$ cat config.mk
export PLATFORM = sky130hd
export DESIGN_NAME = text_box_cursor_layout_top
export DESIGN_NICKNAME = d
export VERILOG_FILES = /design/src/hdl/tbcl_pkg.sv /design/src/hdl/text_box_cursor_layout_top.sv /design/src/hdl/tbcl_ctrl.sv /design/src/hdl/tbcl_dp.sv
export SDC_FILE = /design/constraint.sdc
export NUM_CORES = 1
export LEC_CHECK = 0
export BUFFER_PORTS_ARGS = -buffer_cell sky130_fd_sc_hd__buf_2
export CORE_MARGIN = 2
export CORE_UTILIZATION = 35
export CTS_CLUSTER_SIZE = 40
export DETAILED_ROUTE_END_ITERATION = 8
export GPL_ROUTABILITY_DRIVEN = 0
export SETUP_SLACK_MARGIN = 0.2
export SLEW_MARGIN = 20
export SYNTH_ARGS = -nofsm -noshare
export SYNTH_HDL_FRONTEND = slang
export SYNTH_SLANG_ARGS = --single-unit
$ cat constraint.sdc
create_clock -name i_clk -period 9.45 [get_ports i_clk]
set_input_delay 1.89 -clock i_clk [delete_from_list [all_inputs] [get_ports i_clk]]
set_output_delay 1.89 -clock i_clk [all_outputs]
set_load 0.05 [all_outputs]
$ cat src/hdl/tbcl_pkg.sv
// Shared types, codes and helpers for the text box cursor layout block.
package tbcl_pkg;

    localparam int NUM_BOXES_DEF = 4;

    localparam int COORD_W   = 16;
    localparam int GH_W      = 6;
    localparam int GW_W      = 5;
    localparam int SEL_W     = 2;
    localparam int SCALE_W   = 4;
    localparam int CODE_W    = 8;
    localparam int OP_W      = 3;
    localparam int STATUS_W  = 2;
    localparam int CNT_W     = 8;
    localparam int CFG_IDX_W = 3;
    localparam int EXT_H_W   = GH_W + SCALE_W;
    localparam int EXT_W_W   = GW_W + SCALE_W;
    localparam int PROD_W    = EXT_W_W + CNT_W;

    localparam logic [OP_W-1:0] OP_CHAR      = 3'd0;
    localparam logic [OP_W-1:0] OP_CLR_ROW   = 3'd1;
    localparam logic [OP_W-1:0] OP_CLR_COL   = 3'd2;
    localparam logic [OP_W-1:0] OP_CLR_BOTH  = 3'd3;
    localparam logic [OP_W-1:0] OP_CLR_ALL   = 3'd4;

    localparam logic [STATUS_W-1:0] ST_PLACED  = 2'd0;
    localparam logic [STATUS_W-1:0] ST_SKIPPED = 2'd1;
    localparam logic [STATUS_W-1:0] ST_RESET   = 2'd2;

    localparam logic [CFG_IDX_W-1:0] CFG_BOX_TOP      = 3'd0;
    localparam logic [CFG_IDX_W-1:0] CFG_BOX_BOTTOM   = 3'd1;
    localparam logic [CFG_IDX_W-1:0] CFG_BOX_LEFT     = 3'd2;
    localparam logic [CFG_IDX_W-1:0] CFG_BOX_RIGHT    = 3'd3;
    localparam logic [CFG_IDX_W-1:0] CFG_GLYPH_HEIGHT = 3'd4;
    localparam logic [CFG_IDX_W-1:0] CFG_GLYPH_WIDTH  = 3'd5;
    localparam logic [CFG_IDX_W-1:0] CFG_BOX_SELECT   = 3'd6;

    typedef enum logic [2:0] {
        S_IDLE,
        S_ORIGIN,
        S_MEASURE,
        S_CHECK,
        S_PLACE,
        S_FINISH
    } t_state;

    typedef struct packed {
        logic load;
        logic origin;
        logic measure;
        logic check;
        logic place;
        logic finish;
        logic emit_reset;
        logic emit_skip;
    } t_cmd;

    typedef struct packed {
        logic is_char;
        logic aborted;
        logic skip_now;
        logic out_free;
    } t_sts;

    function automatic logic [SEL_W-1:0] slot_of(input logic [SEL_W-1:0] sel,
                                                 input int unsigned n);
        logic [SEL_W-1:0] v;
        v = sel;
        for (int i = 0; i < 3; i++) begin
            if (32'(v) >= n) begin
                v = v - SEL_W'(n);
            end
        end
        return v;
    endfunction

endpackage

$ cat src/hdl/text_box_cursor_layout_top.sv
// Top level of the text box cursor layout block: controller plus datapath.
// Results issue from a sequencer step: a placed character's from finish, a reset op's from
// origin, a skipped character's from measure, or from place if a string's first character
// does not fit. The six-step sequencer (idle, origin, measure, check, place, finish) takes
// items only in idle; a stalled result holds it in its last step. Synchronous active-low
// reset restores register defaults, clears saved cursors and string state, empties output.
module text_box_cursor_layout_top #(
    parameter int NUM_BOXES = tbcl_pkg::NUM_BOXES_DEF
) (
    input  logic                               i_clk,
    input  logic                               i_rst_n,
    input  logic                               i_cfg_valid,
    output logic                               o_cfg_ready,
    input  logic [tbcl_pkg::CFG_IDX_W-1:0]     i_cfg_index,
    input  logic [tbcl_pkg::COORD_W-1:0]       i_cfg_data,
    input  logic                               i_in_valid,
    output logic                               o_in_stall,
    input  logic [tbcl_pkg::OP_W-1:0]          i_op,
    input  logic [tbcl_pkg::CODE_W-1:0]        i_char_code,
    input  logic                               i_first_char,
    input  logic                               i_last_char,
    input  logic [tbcl_pkg::COORD_W-1:0]       i_row_offset,
    input  logic [tbcl_pkg::COORD_W-1:0]       i_col_offset,
    input  logic [tbcl_pkg::SCALE_W-1:0]       i_scale,
    output logic                               o_out_valid,
    input  logic                               i_out_stall,
    output logic [tbcl_pkg::STATUS_W-1:0]      o_status,
    output logic [tbcl_pkg::CODE_W-1:0]        o_char_out,
    output logic [tbcl_pkg::COORD_W-1:0]       o_win_row_start,
    output logic [tbcl_pkg::COORD_W-1:0]       o_win_row_end,
    output logic [tbcl_pkg::COORD_W-1:0]       o_win_col_start,
    output logic [tbcl_pkg::COORD_W-1:0]       o_win_col_end,
    output logic                               o_end_of_string
);

    tbcl_pkg::t_cmd cmd;
    tbcl_pkg::t_sts sts;

    tbcl_ctrl u_ctrl (
        .i_clk      (i_clk),
        .i_rst_n    (i_rst_n),
        .i_in_valid (i_in_valid),
        .o_in_stall (o_in_stall),
        .i_sts      (sts),
        .o_cmd      (cmd)
    );

    tbcl_dp #(
        .NUM_BOXES (NUM_BOXES)
    ) u_dp (
        .i_clk           (i_clk),
        .i_rst_n         (i_rst_n),
        .i_cfg_valid     (i_cfg_valid),
        .o_cfg_ready     (o_cfg_ready),
        .i_cfg_index     (i_cfg_index),
        .i_cfg_data      (i_cfg_data),
        .i_op            (i_op),
        .i_char_code     (i_char_code),
        .i_first_char    (i_first_char),
        .i_last_char     (i_last_char),
        .i_row_offset    (i_row_offset),
        .i_col_offset    (i_col_offset),
        .i_scale         (i_scale),
        .o_out_valid     (o_out_valid),
        .i_out_stall     (i_out_stall),
        .o_status        (o_status),
        .o_char_out      (o_char_out),
        .o_win_row_start (o_win_row_start),
        .o_win_row_end   (o_win_row_end),
        .o_win_col_start (o_win_col_start),
        .o_win_col_end   (o_win_col_end),
        .o_end_of_string (o_end_of_string),
        .i_cmd           (cmd),
        .o_sts           (sts)
    );

endmodule

$ cat src/hdl/tbcl_ctrl.sv
// Sequencing state machine for the text box cursor layout block.
module tbcl_ctrl (
    input  logic              i_clk,
    input  logic              i_rst_n,
    input  logic              i_in_valid,
    output logic              o_in_stall,
    input  tbcl_pkg::t_sts    i_sts,
    output tbcl_pkg::t_cmd    o_cmd
);

    tbcl_pkg::t_state r_state;
    tbcl_pkg::t_state n_state;

    always_ff @(posedge i_clk) begin
        if (!i_rst_n) begin
            r_state <= tbcl_pkg::S_IDLE;
        end else begin
            r_state <= n_state;
        end
    end

    always_comb begin
        n_state = r_state;
        case (r_state)
            tbcl_pkg::S_IDLE: begin
                if (i_in_valid) n_state = tbcl_pkg::S_ORIGIN;
            end
            tbcl_pkg::S_ORIGIN: begin
                if (i_sts.is_char) begin
                    n_state = tbcl_pkg::S_MEASURE;
                end else if (i_sts.out_free) begin
                    n_state = tbcl_pkg::S_IDLE;
                end
            end
            tbcl_pkg::S_MEASURE: begin
                if (!i_sts.aborted) begin
                    n_state = tbcl_pkg::S_CHECK;
                end else if (i_sts.out_free) begin
                    n_state = tbcl_pkg::S_IDLE;
                end
            end
            tbcl_pkg::S_CHECK: begin
                n_state = tbcl_pkg::S_PLACE;
            end
            tbcl_pkg::S_PLACE: begin
                if (!i_sts.skip_now) begin
                    n_state = tbcl_pkg::S_FINISH;
                end else if (i_sts.out_free) begin
                    n_state = tbcl_pkg::S_IDLE;
                end
            end
            tbcl_pkg::S_FINISH: begin
                if (i_sts.out_free) n_state = tbcl_pkg::S_IDLE;
            end
            default: begin
                n_state = tbcl_pkg::S_IDLE;
            end
        endcase
    end

    always_comb begin
        o_cmd      = '0;
        o_in_stall = 1'b1;
        case (r_state)
            tbcl_pkg::S_IDLE: begin
                o_in_stall = 1'b0;
                o_cmd.load = i_in_valid;
            end
            tbcl_pkg::S_ORIGIN: begin
                o_cmd.origin     = i_sts.is_char;
                o_cmd.emit_reset = !i_sts.is_char && i_sts.out_free;
            end
            tbcl_pkg::S_MEASURE: begin
                o_cmd.measure   = !i_sts.aborted;
                o_cmd.emit_skip = i_sts.aborted && i_sts.out_free;
            end
            tbcl_pkg::S_CHECK: begin
                o_cmd.check = 1'b1;
            end
            tbcl_pkg::S_PLACE: begin
                o_cmd.place     = !i_sts.skip_now;
                o_cmd.emit_skip = i_sts.skip_now && i_sts.out_free;
            end
            tbcl_pkg::S_FINISH: begin
                o_cmd.finish = i_sts.out_free;
            end
            default: begin
                o_cmd = '0;
            end
        endcase
    end

    a_cmd_onehot: assert property (@(posedge i_clk) disable iff (!i_rst_n)
        $onehot0(o_cmd))
        else $error("more than one datapath command at once");

    a_emit_to_idle: assert property (@(posedge i_clk) disable iff (!i_rst_n)
        (o_cmd.emit_reset || o_cmd.emit_skip || o_cmd.finish) |=>
            (r_state == tbcl_pkg::S_IDLE))
        else $error("result issued without return to idle");

    a_load_to_origin: assert property (@(posedge i_clk) disable iff (!i_rst_n)
        o_cmd.load |=> (r_state == tbcl_pkg::S_ORIGIN))
        else $error("accepted item not started");

    a_emit_room: assert property (@(posedge i_clk) disable iff (!i_rst_n)
        (o_cmd.emit_reset || o_cmd.emit_skip || o_cmd.finish) |-> i_sts.out_free)
        else $error("result issued into a full output register");

endmodule

$ cat src/hdl/tbcl_dp.sv
// Datapath: configuration, saved cursors, placement arithmetic and output register.
module tbcl_dp #(
    parameter int NUM_BOXES = tbcl_pkg::NUM_BOXES_DEF
) (
    input  logic                               i_clk,
    input  logic                               i_rst_n,
    input  logic                               i_cfg_valid,
    output logic                               o_cfg_ready,
    input  logic [tbcl_pkg::CFG_IDX_W-1:0]     i_cfg_index,
    input  logic [tbcl_pkg::COORD_W-1:0]       i_cfg_data,
    input  logic [tbcl_pkg::OP_W-1:0]          i_op,
    input  logic [tbcl_pkg::CODE_W-1:0]        i_char_code,
    input  logic                               i_first_char,
    input  logic                               i_last_char,
    input  logic [tbcl_pkg::COORD_W-1:0]       i_row_offset,
    input  logic [tbcl_pkg::COORD_W-1:0]       i_col_offset,
    input  logic [tbcl_pkg::SCALE_W-1:0]       i_scale,
    output logic                               o_out_valid,
    input  logic                               i_out_stall,
    output logic [tbcl_pkg::STATUS_W-1:0]      o_status,
    output logic [tbcl_pkg::CODE_W-1:0]        o_char_out,
    output logic [tbcl_pkg::COORD_W-1:0]       o_win_row_start,
    output logic [tbcl_pkg::COORD_W-1:0]       o_win_row_end,
    output logic [tbcl_pkg::COORD_W-1:0]       o_win_col_start,
    output logic [tbcl_pkg::COORD_W-1:0]       o_win_col_end,
    output logic                               o_end_of_string,
    input  tbcl_pkg::t_cmd                     i_cmd,
    output tbcl_pkg::t_sts                     o_sts
);

    localparam int SLOT_W = (NUM_BOXES > 1) ? $clog2(NUM_BOXES) : 1;
    localparam int CW     = tbcl_pkg::COORD_W;

    logic [CW-1:0]                    r_box_top, r_box_bottom, r_box_left, r_box_right;
    logic [tbcl_pkg::GH_W-1:0]        r_glyph_height;
    logic [tbcl_pkg::GW_W-1:0]        r_glyph_width;
    logic [tbcl_pkg::SEL_W-1:0]       r_box_select;

    logic [CW-1:0]                    r_saved_row [NUM_BOXES];
    logic [CW-1:0]                    r_saved_col [NUM_BOXES];
    logic [CW-1:0]                    r_line_row, r_line_col_base, r_origin_row, r_origin_col;
    logic [tbcl_pkg::CNT_W-1:0]       r_chars_in_line;
    logic                             r_placed_any, r_aborted;
    logic [tbcl_pkg::SCALE_W-1:0]     r_latched_scale;

    logic [tbcl_pkg::OP_W-1:0]        r_op;
    logic [tbcl_pkg::CODE_W-1:0]      r_code;
    logic                             r_first, r_last;
    logic [CW-1:0]                    r_row_off, r_col_off;
    logic [tbcl_pkg::SCALE_W-1:0]     r_scale;

    logic [tbcl_pkg::EXT_H_W-1:0]     r_ext_h;
    logic [tbcl_pkg::EXT_W_W-1:0]     r_ext_w;
    logic [CW-1:0]                    r_prod, r_re, r_cs, r_rs_fin, r_cs_fin;
    logic                             r_row_over, r_col_over, r_reh_over;

    logic                             r_out_valid;
    logic [tbcl_pkg::STATUS_W-1:0]    r_status;
    logic [tbcl_pkg::CODE_W-1:0]      r_char_out;
    logic [CW-1:0]                    r_win_rs, r_win_re, r_win_cs, r_win_ce;
    logic                             r_eos;

    logic [SLOT_W-1:0]                slot;
    logic [tbcl_pkg::SCALE_W-1:0]     sc;
    logic [CW-1:0]                    ext_h16, ext_w16;
    logic [tbcl_pkg::PROD_W-1:0]      prod_c;
    logic [CW-1:0]                    cs_c, ce_c, origin_row_c, origin_col_c;
    logic [CW-1:0]                    fin_re, fin_ce;
    logic                             over, wrap_back;
    logic [CW-1:0]                    n_rs, n_base, n_cs;
    logic [tbcl_pkg::CNT_W-1:0]       n_chars;

    assign o_cfg_ready = 1'b1;

    assign slot    = SLOT_W'(tbcl_pkg::slot_of(r_box_select, NUM_BOXES));
    assign sc      = r_first ? r_scale : r_latched_scale;
    assign ext_h16 = CW'(r_ext_h);
    assign ext_w16 = CW'(r_ext_w);
    assign prod_c  = tbcl_pkg::PROD_W'(r_ext_w) * tbcl_pkg::PROD_W'(r_chars_in_line);
    assign cs_c    = r_line_col_base + r_prod;
    assign ce_c    = cs_c + ext_w16;
    assign origin_row_c = r_box_top + r_saved_row[slot] + r_row_off;
    assign origin_col_c = r_box_left + r_saved_col[slot] + r_col_off;
    assign fin_re  = r_rs_fin + ext_h16;
    assign fin_ce  = r_cs_fin + ext_w16;

    always_comb begin
        over      = r_row_over || r_col_over;
        wrap_back = r_col_over ? r_reh_over : r_row_over;
        n_rs      = r_line_row;
        n_base    = r_line_col_base;
        n_cs      = r_cs;
        n_chars   = r_chars_in_line + 1'b1;
        if (over) begin
            n_chars = tbcl_pkg::CNT_W'(1);
            if (wrap_back) begin
                n_rs   = r_origin_row;
                n_base = r_origin_col;
            end else if (r_col_over) begin
                n_rs   = r_re;
                n_base = r_box_left;
            end
            n_cs = n_base;
        end
    end

    always_ff @(posedge i_clk) begin
        if (!i_rst_n) begin
            r_box_top       <= '0;
            r_box_bottom    <= CW'(240);
            r_box_left      <= '0;
            r_box_right     <= CW'(240);
            r_glyph_height  <= tbcl_pkg::GH_W'(16);
            r_glyph_width   <= tbcl_pkg::GW_W'(8);
            r_box_select    <= '0;
        end else if (i_cfg_valid) begin
            case (i_cfg_index)
                tbcl_pkg::CFG_BOX_TOP:      r_box_top      <= i_cfg_data;
                tbcl_pkg::CFG_BOX_BOTTOM:   r_box_bottom   <= i_cfg_data;
                tbcl_pkg::CFG_BOX_LEFT:     r_box_left     <= i_cfg_data;
                tbcl_pkg::CFG_BOX_RIGHT:    r_box_right    <= i_cfg_data;
                tbcl_pkg::CFG_GLYPH_HEIGHT: r_glyph_height <= i_cfg_data[tbcl_pkg::GH_W-1:0];
                tbcl_pkg::CFG_GLYPH_WIDTH:  r_glyph_width  <= i_cfg_data[tbcl_pkg::GW_W-1:0];
                tbcl_pkg::CFG_BOX_SELECT:   r_box_select   <= i_cfg_data[tbcl_pkg::SEL_W-1:0];
                default: ;
            endcase
        end
    end

    always_ff @(posedge i_clk) begin
        if (!i_rst_n) begin
            for (int i = 0; i < NUM_BOXES; i++) begin
                r_saved_row[i] <= '0;
                r_saved_col[i] <= '0;
            end
            r_line_row      <= '0;
            r_line_col_base <= '0;
            r_origin_row    <= '0;
            r_origin_col    <= '0;
            r_chars_in_line <= '0;
            r_placed_any    <= 1'b0;
            r_aborted       <= 1'b0;
            r_latched_scale <= tbcl_pkg::SCALE_W'(1);
        end else begin
            if (i_cmd.emit_reset) begin
                case (r_op)
                    tbcl_pkg::OP_CLR_ROW: r_saved_row[slot] <= '0;
                    tbcl_pkg::OP_CLR_COL: r_saved_col[slot] <= '0;
                    tbcl_pkg::OP_CLR_BOTH: begin
                        r_saved_row[slot] <= '0;
                        r_saved_col[slot] <= '0;
                    end
                    tbcl_pkg::OP_CLR_ALL: begin
                        for (int i = 0; i < NUM_BOXES; i++) begin
                            r_saved_row[i] <= '0;
                            r_saved_col[i] <= '0;
                        end
                    end
                    default: ;
                endcase
            end
            if (i_cmd.origin && r_first) begin
                r_origin_row    <= origin_row_c;
                r_origin_col    <= origin_col_c;
                r_line_row      <= origin_row_c;
                r_line_col_base <= origin_col_c;
                r_latched_scale <= r_scale;
                r_chars_in_line <= '0;
                r_placed_any    <= 1'b0;
                r_aborted       <= 1'b0;
            end
            if (i_cmd.emit_skip) begin
                r_aborted <= 1'b1;
            end
            if (i_cmd.place) begin
                r_line_row      <= n_rs;
                r_line_col_base <= n_base;
                r_chars_in_line <= n_chars;
                r_placed_any    <= 1'b1;
            end
            if (i_cmd.finish && r_last) begin
                r_saved_row[slot] <= r_rs_fin + ext_h16 - r_box_top;
                r_saved_col[slot] <= r_cs_fin + ext_w16 - r_box_left;
            end
        end
    end

    always_ff @(posedge i_clk) begin
        if (i_cmd.load) begin
            r_op      <= i_op;
            r_code    <= i_char_code;
            r_first   <= i_first_char;
            r_last    <= i_last_char;
            r_row_off <= i_row_offset;
            r_col_off <= i_col_offset;
            r_scale   <= i_scale;
        end
        if (i_cmd.origin) begin
            r_ext_h <= tbcl_pkg::EXT_H_W'(r_glyph_height) * tbcl_pkg::EXT_H_W'(sc);
            r_ext_w <= tbcl_pkg::EXT_W_W'(r_glyph_width) * tbcl_pkg::EXT_W_W'(sc);
        end
        if (i_cmd.measure) begin
            r_prod <= prod_c[CW-1:0];
            r_re   <= r_line_row + ext_h16;
        end
        if (i_cmd.check) begin
            r_cs       <= cs_c;
            r_row_over <= r_re > r_box_bottom;
            r_col_over <= ce_c > r_box_right;
            r_reh_over <= (r_re + ext_h16) > r_box_bottom;
        end
        if (i_cmd.place) begin
            r_rs_fin <= n_rs;
            r_cs_fin <= n_cs;
        end
    end

    always_ff @(posedge i_clk) begin
        if (!i_rst_n) begin
            r_out_valid <= 1'b0;
        end else if (i_cmd.emit_reset || i_cmd.emit_skip || i_cmd.finish) begin
            r_out_valid <= 1'b1;
        end else if (!i_out_stall) begin
            r_out_valid <= 1'b0;
        end
    end

    always_ff @(posedge i_clk) begin
        if (i_cmd.emit_reset || i_cmd.emit_skip) begin
            r_status   <= i_cmd.emit_reset ? tbcl_pkg::ST_RESET : tbcl_pkg::ST_SKIPPED;
            r_char_out <= '0;
            r_win_rs   <= '0;
            r_win_re   <= '0;
            r_win_cs   <= '0;
            r_win_ce   <= '0;
            r_eos      <= i_cmd.emit_skip && r_last;
        end else if (i_cmd.finish) begin
            r_status   <= tbcl_pkg::ST_PLACED;
            r_char_out <= r_code;
            r_win_rs   <= r_rs_fin;
            r_win_re   <= fin_re;
            r_win_cs   <= r_cs_fin;
            r_win_ce   <= fin_ce;
            r_eos      <= r_last;
        end
    end

    assign o_out_valid     = r_out_valid;
    assign o_status        = r_status;
    assign o_char_out      = r_char_out;
    assign o_win_row_start = r_win_rs;
    assign o_win_row_end   = r_win_re;
    assign o_win_col_start = r_win_cs;
    assign o_win_col_end   = r_win_ce;
    assign o_end_of_string = r_eos;

    assign o_sts.is_char  = (r_op == tbcl_pkg::OP_CHAR);
    assign o_sts.aborted  = r_aborted;
    assign o_sts.skip_now = (r_row_over || r_col_over) && !r_placed_any;
    assign o_sts.out_free = !r_out_valid || !i_out_stall;

endmodule
==> Yosys cells after proc, flatten, opt, wreduce, memory -nomap -nowiden <==
Memories as Yosys holds them, arrays and structs flattened. A register that Yosys moved wholly into a read port is not among the register bits.
Cells that the tools add are included.
{ "word_totals": {"regBits": 385, "mem_bits_rw": 128, "in_bits": 73, "out_inout_bits": 78, "elab_cells": 208, "n_memories": 2} }
{ "classes": {"n_addsub": 13, "mul": 3, "magnitude_cmp": 3, "n_eq_ne": 18, "n_mux": 83, "bitwise_logic": 12, "reduce_logical": 33} }
{ "memory_table": {"columns": ["name", "words", "width", "rd", "rd_ports_with_merged_regs", "wr", "line", "rtl"], "rows": [
  ["u_dp.r_saved_col", 4, 16, 1, 1, 4, "tbcl_dp.sv:40", "logic [CW-1:0] r_saved_col [NUM_BOXES];"],
  ["u_dp.r_saved_row", 4, 16, 1, 1, 4, "tbcl_dp.sv:39", "logic [CW-1:0] r_saved_row [NUM_BOXES];"]
]} }
{ "op_table": {"columns": ["operator", "count"], "rows": [
  ["$mux W16", 25],
  ["$add A16 B16 Y16", 5],
  ["$add A16 B10 Y16", 3],
  ["$gt A16 B16 Y1", 3],
  ["$mux W1", 38],
  ["$add A16 B9 Y16", 2],
  ["$reduce_or A16 Y1", 2],
  ["$sub A16 B16 Y16", 2],
  ["$mux W8", 3],
  ["$eq A3 B2 Y1 const B", 6],
  ["$eq A3 B3 Y1 const B", 6],
  ["$mux W2", 9],
  ["$pmux W3 S6", 1],
  ["$mul A9 B8 Y16", 1],
  ["$reduce_and A2 Y1", 8],
  ["$mux W3", 5],
  ["$or A1 B1 Y1", 12],
  ["$mul A6 B4 Y10", 1],
  ["$eq A3 B1 Y1 const B", 3],
  ["$logic_not A3 Y1", 3],
  ["$mul A5 B4 Y9", 1],
  ["$add A8 B1 Y8 const B", 1],
  ["$logic_and A1 B1 Y1", 7],
  ["$logic_not A1 Y1", 6],
  ["other kinds (6)", 12]
]} }

==> Longest topological paths before layout <==
{ "logic_depth": {"depth_word": 11, "mapped_depth": 22, "depth_no_buf": 22} }

==> By module <==
From an unflattened synthesis, not the netlist that was laid out.
{ "hier_totals": {"hier_cells": 2919, "hier_area_um2": 29917.4} }
{ "modules_own_cells": {"columns": ["module", "instances", "cells_each", "area_per_inst_um2", "seq_area_each_um2"], "rows": [
  ["tbcl_dp", 1, 2884, 29638.4, 13072.5],
  ["tbcl_ctrl", 1, 35, 279.0, 60.1]
]} }

==> Worst setup path before layout <==
OpenSTA, ideal clock, no wires.
{ "synth_timing": {"path_type": "reg-to-reg", "startpoint": "reg u_dp.r_chars_in_line[2] in the netlist's numbering", "endpoint": "reg u_dp.r_prod[15], data pin", "setup_ns": 0.266, "arrival_time_ns": 4.020, "t_required_ns": 9.184, "path_slack_ns": 5.164, "stages_incl_launch_ff": 17, "n_path_buf": 1, "synth_period_minus_slack_ns": 4.286, "cell_sequence": "dfxtp_1 > clkbuf_1 > nand2_1 > fa_1 > fa_1 > inv_1 > fa_1 > inv_1 > fa_1 > inv_1 > ha_1 > a21boi_0 > o21ai_1 > a21oi_1 > a41o_1 > o41ai_1 > xnor2_1"} }
{ "synth_between": {"elab_chain_len": 1} }
{ "synth_rtl": {"columns": ["element", "line", "rtl"], "rows": [
  ["start, declared", "tbcl_dp.sv:42", "logic [tbcl_pkg::CNT_W-1:0] r_chars_in_line;"],
  ["start signal, assigned", "tbcl_dp.sv:178", "r_chars_in_line <= n_chars;"],
  ["$mul A9 B8 Y16", "tbcl_dp.sv:79", "assign prod_c = tbcl_pkg::PROD_W'(r_ext_w) * tbcl_pkg::PROD_W'(r_chars_in_line);"],
  ["named net u_dp.prod_c (one bit)", "tbcl_dp.sv:66", "logic [tbcl_pkg::PROD_W-1:0] prod_c;"],
  ["end signal, assigned", "tbcl_dp.sv:203", "r_prod <= prod_c[CW-1:0];"],
  ["end, declared", "tbcl_dp.sv:54", "logic [CW-1:0] r_prod, r_re, r_cs, r_rs_fin, r_cs_fin;"]
]} }
The timed path passes the listed nets, and every way through them passes these cells.
A chain may end at the register's enable or synchronous reset.

==> metrics list <==
* Run status: completed
- Classification of the worst setup path: register to register
* Antenna violations before repair: 1
- Max-cap violations in this run came to 0.
* Final global-route overflow total: 0
* Total setup violations reported at the end of the flow: 0
- Number of pins exceeding their max-slew limit in the final report: 0
- 0 antenna diodes ended up in the layout.
- 1st-iter DRT viols: approximately 1700
- Largest voltage drop on the vdd net: 0.124 mV
- Compared with the post-synthesis result, the final layout area differs by 12.8%.
- The number of hold violations in the final report is 0.
- Chip Height: 296 um
* Most frequent cell after synthesis: sky130_fd_sc_hd__nand2_1
- Among the stages of the critical path, the cell type that occurs most often is sky130_fd_sc_hd__a21oi_1.
* Cell variety after synth: 90
* Cell at the root of the clock tree: sky130_fd_sc_hd__clkbuf_16
- The number of buffers and inverters on the critical path is 0.
- Count of nets left with antenna violations after detail routing: 0
- The min-delay analysis places its worst path in the category register to register.
- CTS Buf Count: 56
* TritonCTS clock tree: done
- Arrival time at the worst endpoint: 5.26 ns
* Fin Clk Skew: 0.0328 ns
- Syn Inst Count: 2931
- Number of iterations in the first detailed-routing pass: 5
- STA classifies the critical path endpoint as a register.
- STA puts the critical path data required time at 9.78 ns.
- Number of nets in the layout: 3453
* Most area-consuming cells after synthesis: sky130_fd_sc_hd__edfxtp_1 28%, sky130_fd_sc_hd__dfxtp_1 16%, sky130_fd_sc_hd__ha_1 9.8%, sky130_fd_sc_hd__fa_1 6.4%, sky130_fd_sc_hd__nand2_1 4.5%
* Total clock sinks: 515
* CP peak stage delay: just under 0.8 ns
- The slowest stage of the critical path belongs to the cell sky130_fd_sc_hd__a311oi_1.
- After detailed routing, the number of remaining DRC violations is 0.
- Pin count of the biggest net entering global routing: 78
- The first global-routing pass estimated 130000 um of wire.
- In this run the tool buffered the top-level ports with roughly 150 buffer cells.
* Detail-routed net length per standard cell: 20.2 um
- For the worst-skew pair, the clock arrives at the later sink with an insertion delay of 0.64 ns.
- Setup repair after global routing left no endpoint under its margin.
* Setup tns final: 0 ns
- The core region is 85000 um2.
* Die area: 87900 um2
- Subtracting the final worst setup slack from the clock period gives 4.93 ns.
- Along the worst path, the maximum fanout reaches 10.
* Vias per Instance: 5.20
- Number of levels the H-tree was split into: 2
* Asr flop ratio synth: 0
* Most instantiated flip-flop cell in the synthesis netlist: sky130_fd_sc_hd__edfxtp_1
- Summing over every cut layer, the via total after detailed routing is 22000.
* Mean Syn Cell Area: a little over 10 um2
- Clock-pin slew of the registers on the worst-case setup and hold paths: ~0.060 ns
- The floorplan has 107 rows.
- Wires add up to roughly 86000 um.
- Ordered list of cells on the worst path: ha_1 -> fa_1 -> a21o_1 -> a21oi_1 -> o21ai_0 -> a21oi_1 -> o21bai_1 -> a21oi_1 -> xnor2_1 -> ha_1 -> and2_1 -> nand2_1 -> o21bai_1 -> a311oi_1 -> nor4_1 -> a311oi_1 -> nor2_1
- Final Util: 0.397
- Dividing the final minimum period by the clock period gives 0.521.
- The initial utilization of the core area, before any placement, comes to 0.352.
- X dimension of the die: 296 um
- Once the clock tree was built, the resizer swapped 0 gates to a different size.
- FMAX: 203 MHz
- Pin placement for this block handled 151 I/O pins.
* Power per Cell Area: 154 nW/um2
- Area share of the largest cell type after synthesis: 0.283
* Worst Max-Slew Pin Slew: 1.04 ns
- CP startpoint kind: register
- Hold-fix buffer count after cts: 0
- The number of nets handed over by synthesis was 3334.
- Number of enable flip-flop cells after synthesis: 282
- Hold Slack: 0.452 ns
* Flop and latch count out of synthesis: roughly 520
* Top Family by Delay on Critical Path: compound AO/OA/AOI/OAI gates
* Cell type contributing the most total cell area after synthesis: sky130_fd_sc_hd__edfxtp_1
* Maximum buffer depth of the clock tree: 3
- The share of the Yosys chip area taken by registers is 0.439.
- Yosys warning total: 0
- The HPWL after detailed placement is 63300 um.
* Top post-synthesis cells by count: 356 x sky130_fd_sc_hd__nand2_1, 313 x sky130_fd_sc_hd__nor2_1, 282 x sky130_fd_sc_hd__edfxtp_1, 235 x sky130_fd_sc_hd__ha_1, 233 x sky130_fd_sc_hd__dfxtp_1
* Layout cells sized above 1: 0.110
- For this run, the total global-route usage over all layers was measured as 0.194.
- Post-CTS setup buffer count: 0
- Summing every instance area after synthesis gives 29900 um2.
- Vias in the first global route: 21100
- Leakage dissipation: approximately 0.014 uW
- The worst pin sits at a relative slew slack of 0.302.
- The largest registers in the layout are u_dp.r_saved_col x64, u_dp.r_saved_row x64.
[worst reg2reg max path, stage by stage (launching register included)]
cell and delay [ns]:
sky130_fd_sc_hd__edfxtp_1 0.57, sky130_fd_sc_hd__ha_1 0.30, sky130_fd_sc_hd__fa_1 0.41, sky130_fd_sc_hd__a21o_1 0.17, sky130_fd_sc_hd__a21oi_1 0.21, sky130_fd_sc_hd__o21ai_0 0.16, sky130_fd_sc_hd__a21oi_1 0.34, sky130_fd_sc_hd__o21bai_1 0.13
sky130_fd_sc_hd__a21oi_1 0.18, sky130_fd_sc_hd__xnor2_1 0.12, sky130_fd_sc_hd__ha_1 0.34, sky130_fd_sc_hd__and2_1 0.18, sky130_fd_sc_hd__nand2_1 0.07, sky130_fd_sc_hd__o21bai_1 0.19, sky130_fd_sc_hd__a311oi_1 0.31, sky130_fd_sc_hd__nor4_1 0.08
sky130_fd_sc_hd__a311oi_1 0.78, sky130_fd_sc_hd__nor2_1 0.12
[kinds of logic after synthesis]
kind of cell / after synthesis / synth area share
adders and majority gates: 330 / 0.162
and+or+nand+nor: 961 / 0.144
buffers and inverters: 305 / 0.0395
other: 1 / 0.000125
DFF: 515 / 0.439
xor gates and xnor gates: 152 / 0.0462
muxes: 77 / 0.0393
AOI/OAI and AO/OA: 590 / 0.131
[where the power goes]
part	switching, uW	total, uW	internal (uW)
Clock	962	2280	1310
Combinational	307	487	180
Sequential	40.6	2450	2410
Total	1310	5220	3910
[final cells by class]
| cell class | instances | area (um2) |
|---|---|---|
| fillers | 8291 | 51200 |
| multi-input cells | 2111 | 15700 |
| flip-flops and latches | 515 | 13100 |
| clock buffers | 84 | 1680 |
| well taps | 1144 | 1430 |
| repair buffers | 167 | 888 |
| inverters | 199 | 749 |
| clock inverters | 20 | 220 |
[stage by stage]
stage | total power (uW) | setup slack (ns) | instance area [um2] | cells
2_1_floorplan | 2820 | 5.16 | 29900 | 2931
3_3_place_gp | 2980 | 4.63 | 31900 | 4135
3_5_place_dp | 2990 | 4.55 | 31900 | 4135
4_1_cts | 5250 | 4.60 | 33800 | 4239
5_1_grt | 5390 | 4.20 | 33800 | 4240
6_report | 5220 | 4.52 | 33800 | 4240
[placed cells by master, fill, tap and decap left out, types with 8 or more instances in the layout]
master	n
sky130_fd_sc_hd__a31oi_1	15
sky130_fd_sc_hd__a211oi_1	17
sky130_fd_sc_hd__or3_1	9
sky130_fd_sc_hd__nand3b_1	8
sky130_fd_sc_hd__xor2_1	48
sky130_fd_sc_hd__or2_2	8
sky130_fd_sc_hd__nand2_1	355
sky130_fd_sc_hd__clkbuf_8	11
sky130_fd_sc_hd__nor2_1	312
sky130_fd_sc_hd__clkbuf_16	59
sky130_fd_sc_hd__dfxtp_1	232
sky130_fd_sc_hd__a21oi_1	195
sky130_fd_sc_hd__nand3_1	50
sky130_fd_sc_hd__a21o_1	29
sky130_fd_sc_hd__inv_1	197
sky130_fd_sc_hd__nand4_1	15
sky130_fd_sc_hd__o21ai_0	93
sky130_fd_sc_hd__buf_2	149
sky130_fd_sc_hd__fa_1	95
sky130_fd_sc_hd__o211ai_1	19
sky130_fd_sc_hd__xnor2_1	98
sky130_fd_sc_hd__mux4_2	32
sky130_fd_sc_hd__nand2b_1	22
sky130_fd_sc_hd__clkbuf_1	14
sky130_fd_sc_hd__nor3_1	31
sky130_fd_sc_hd__ha_1	235
sky130_fd_sc_hd__nor2b_1	30
sky130_fd_sc_hd__o21a_1	38
sky130_fd_sc_hd__a22oi_1	9
sky130_fd_sc_hd__mux2i_1	40
sky130_fd_sc_hd__and3_1	18
sky130_fd_sc_hd__edfxtp_1	282
sky130_fd_sc_hd__buf_4	17
sky130_fd_sc_hd__o22ai_1	19
sky130_fd_sc_hd__o21bai_1	16
sky130_fd_sc_hd__a22o_1	69
sky130_fd_sc_hd__and2_1	71
[layer usage]
layer  vias to the layer above  track usage  wire (um)  share of wire
met1                     10700        0.276      39700           0.46
met5                         -            0          0              0
li1                      10500            -          -              -
met4                         0       0.0511       2130          0.025
met2                       657        0.312      39000           0.45
met3                       112       0.0241       5010          0.058
[final timing paths]
check                                     startpoint                                    end  slack (ns)  depth (start not counted)
hold reg to reg   u_dp.o_win_row_end[1]$_SDFFE_PP0P_     u_dp.o_win_row_end[1]$_SDFFE_PP0P_        0.45                          2
setup reg to reg           u_dp.r_ext_w[0]$_DFFE_PP_  u_dp.r_saved_col[2][14]$_SDFFCE_PN0P_        4.52                         17
hold / removal    u_dp.o_win_row_end[1]$_SDFFE_PP0P_     u_dp.o_win_row_end[1]$_SDFFE_PP0P_        0.45                          2
setup / recovery           u_dp.r_ext_w[0]$_DFFE_PP_  u_dp.r_saved_col[2][14]$_SDFFCE_PN0P_        4.52                         17
(Power assumes the default switching activity.)
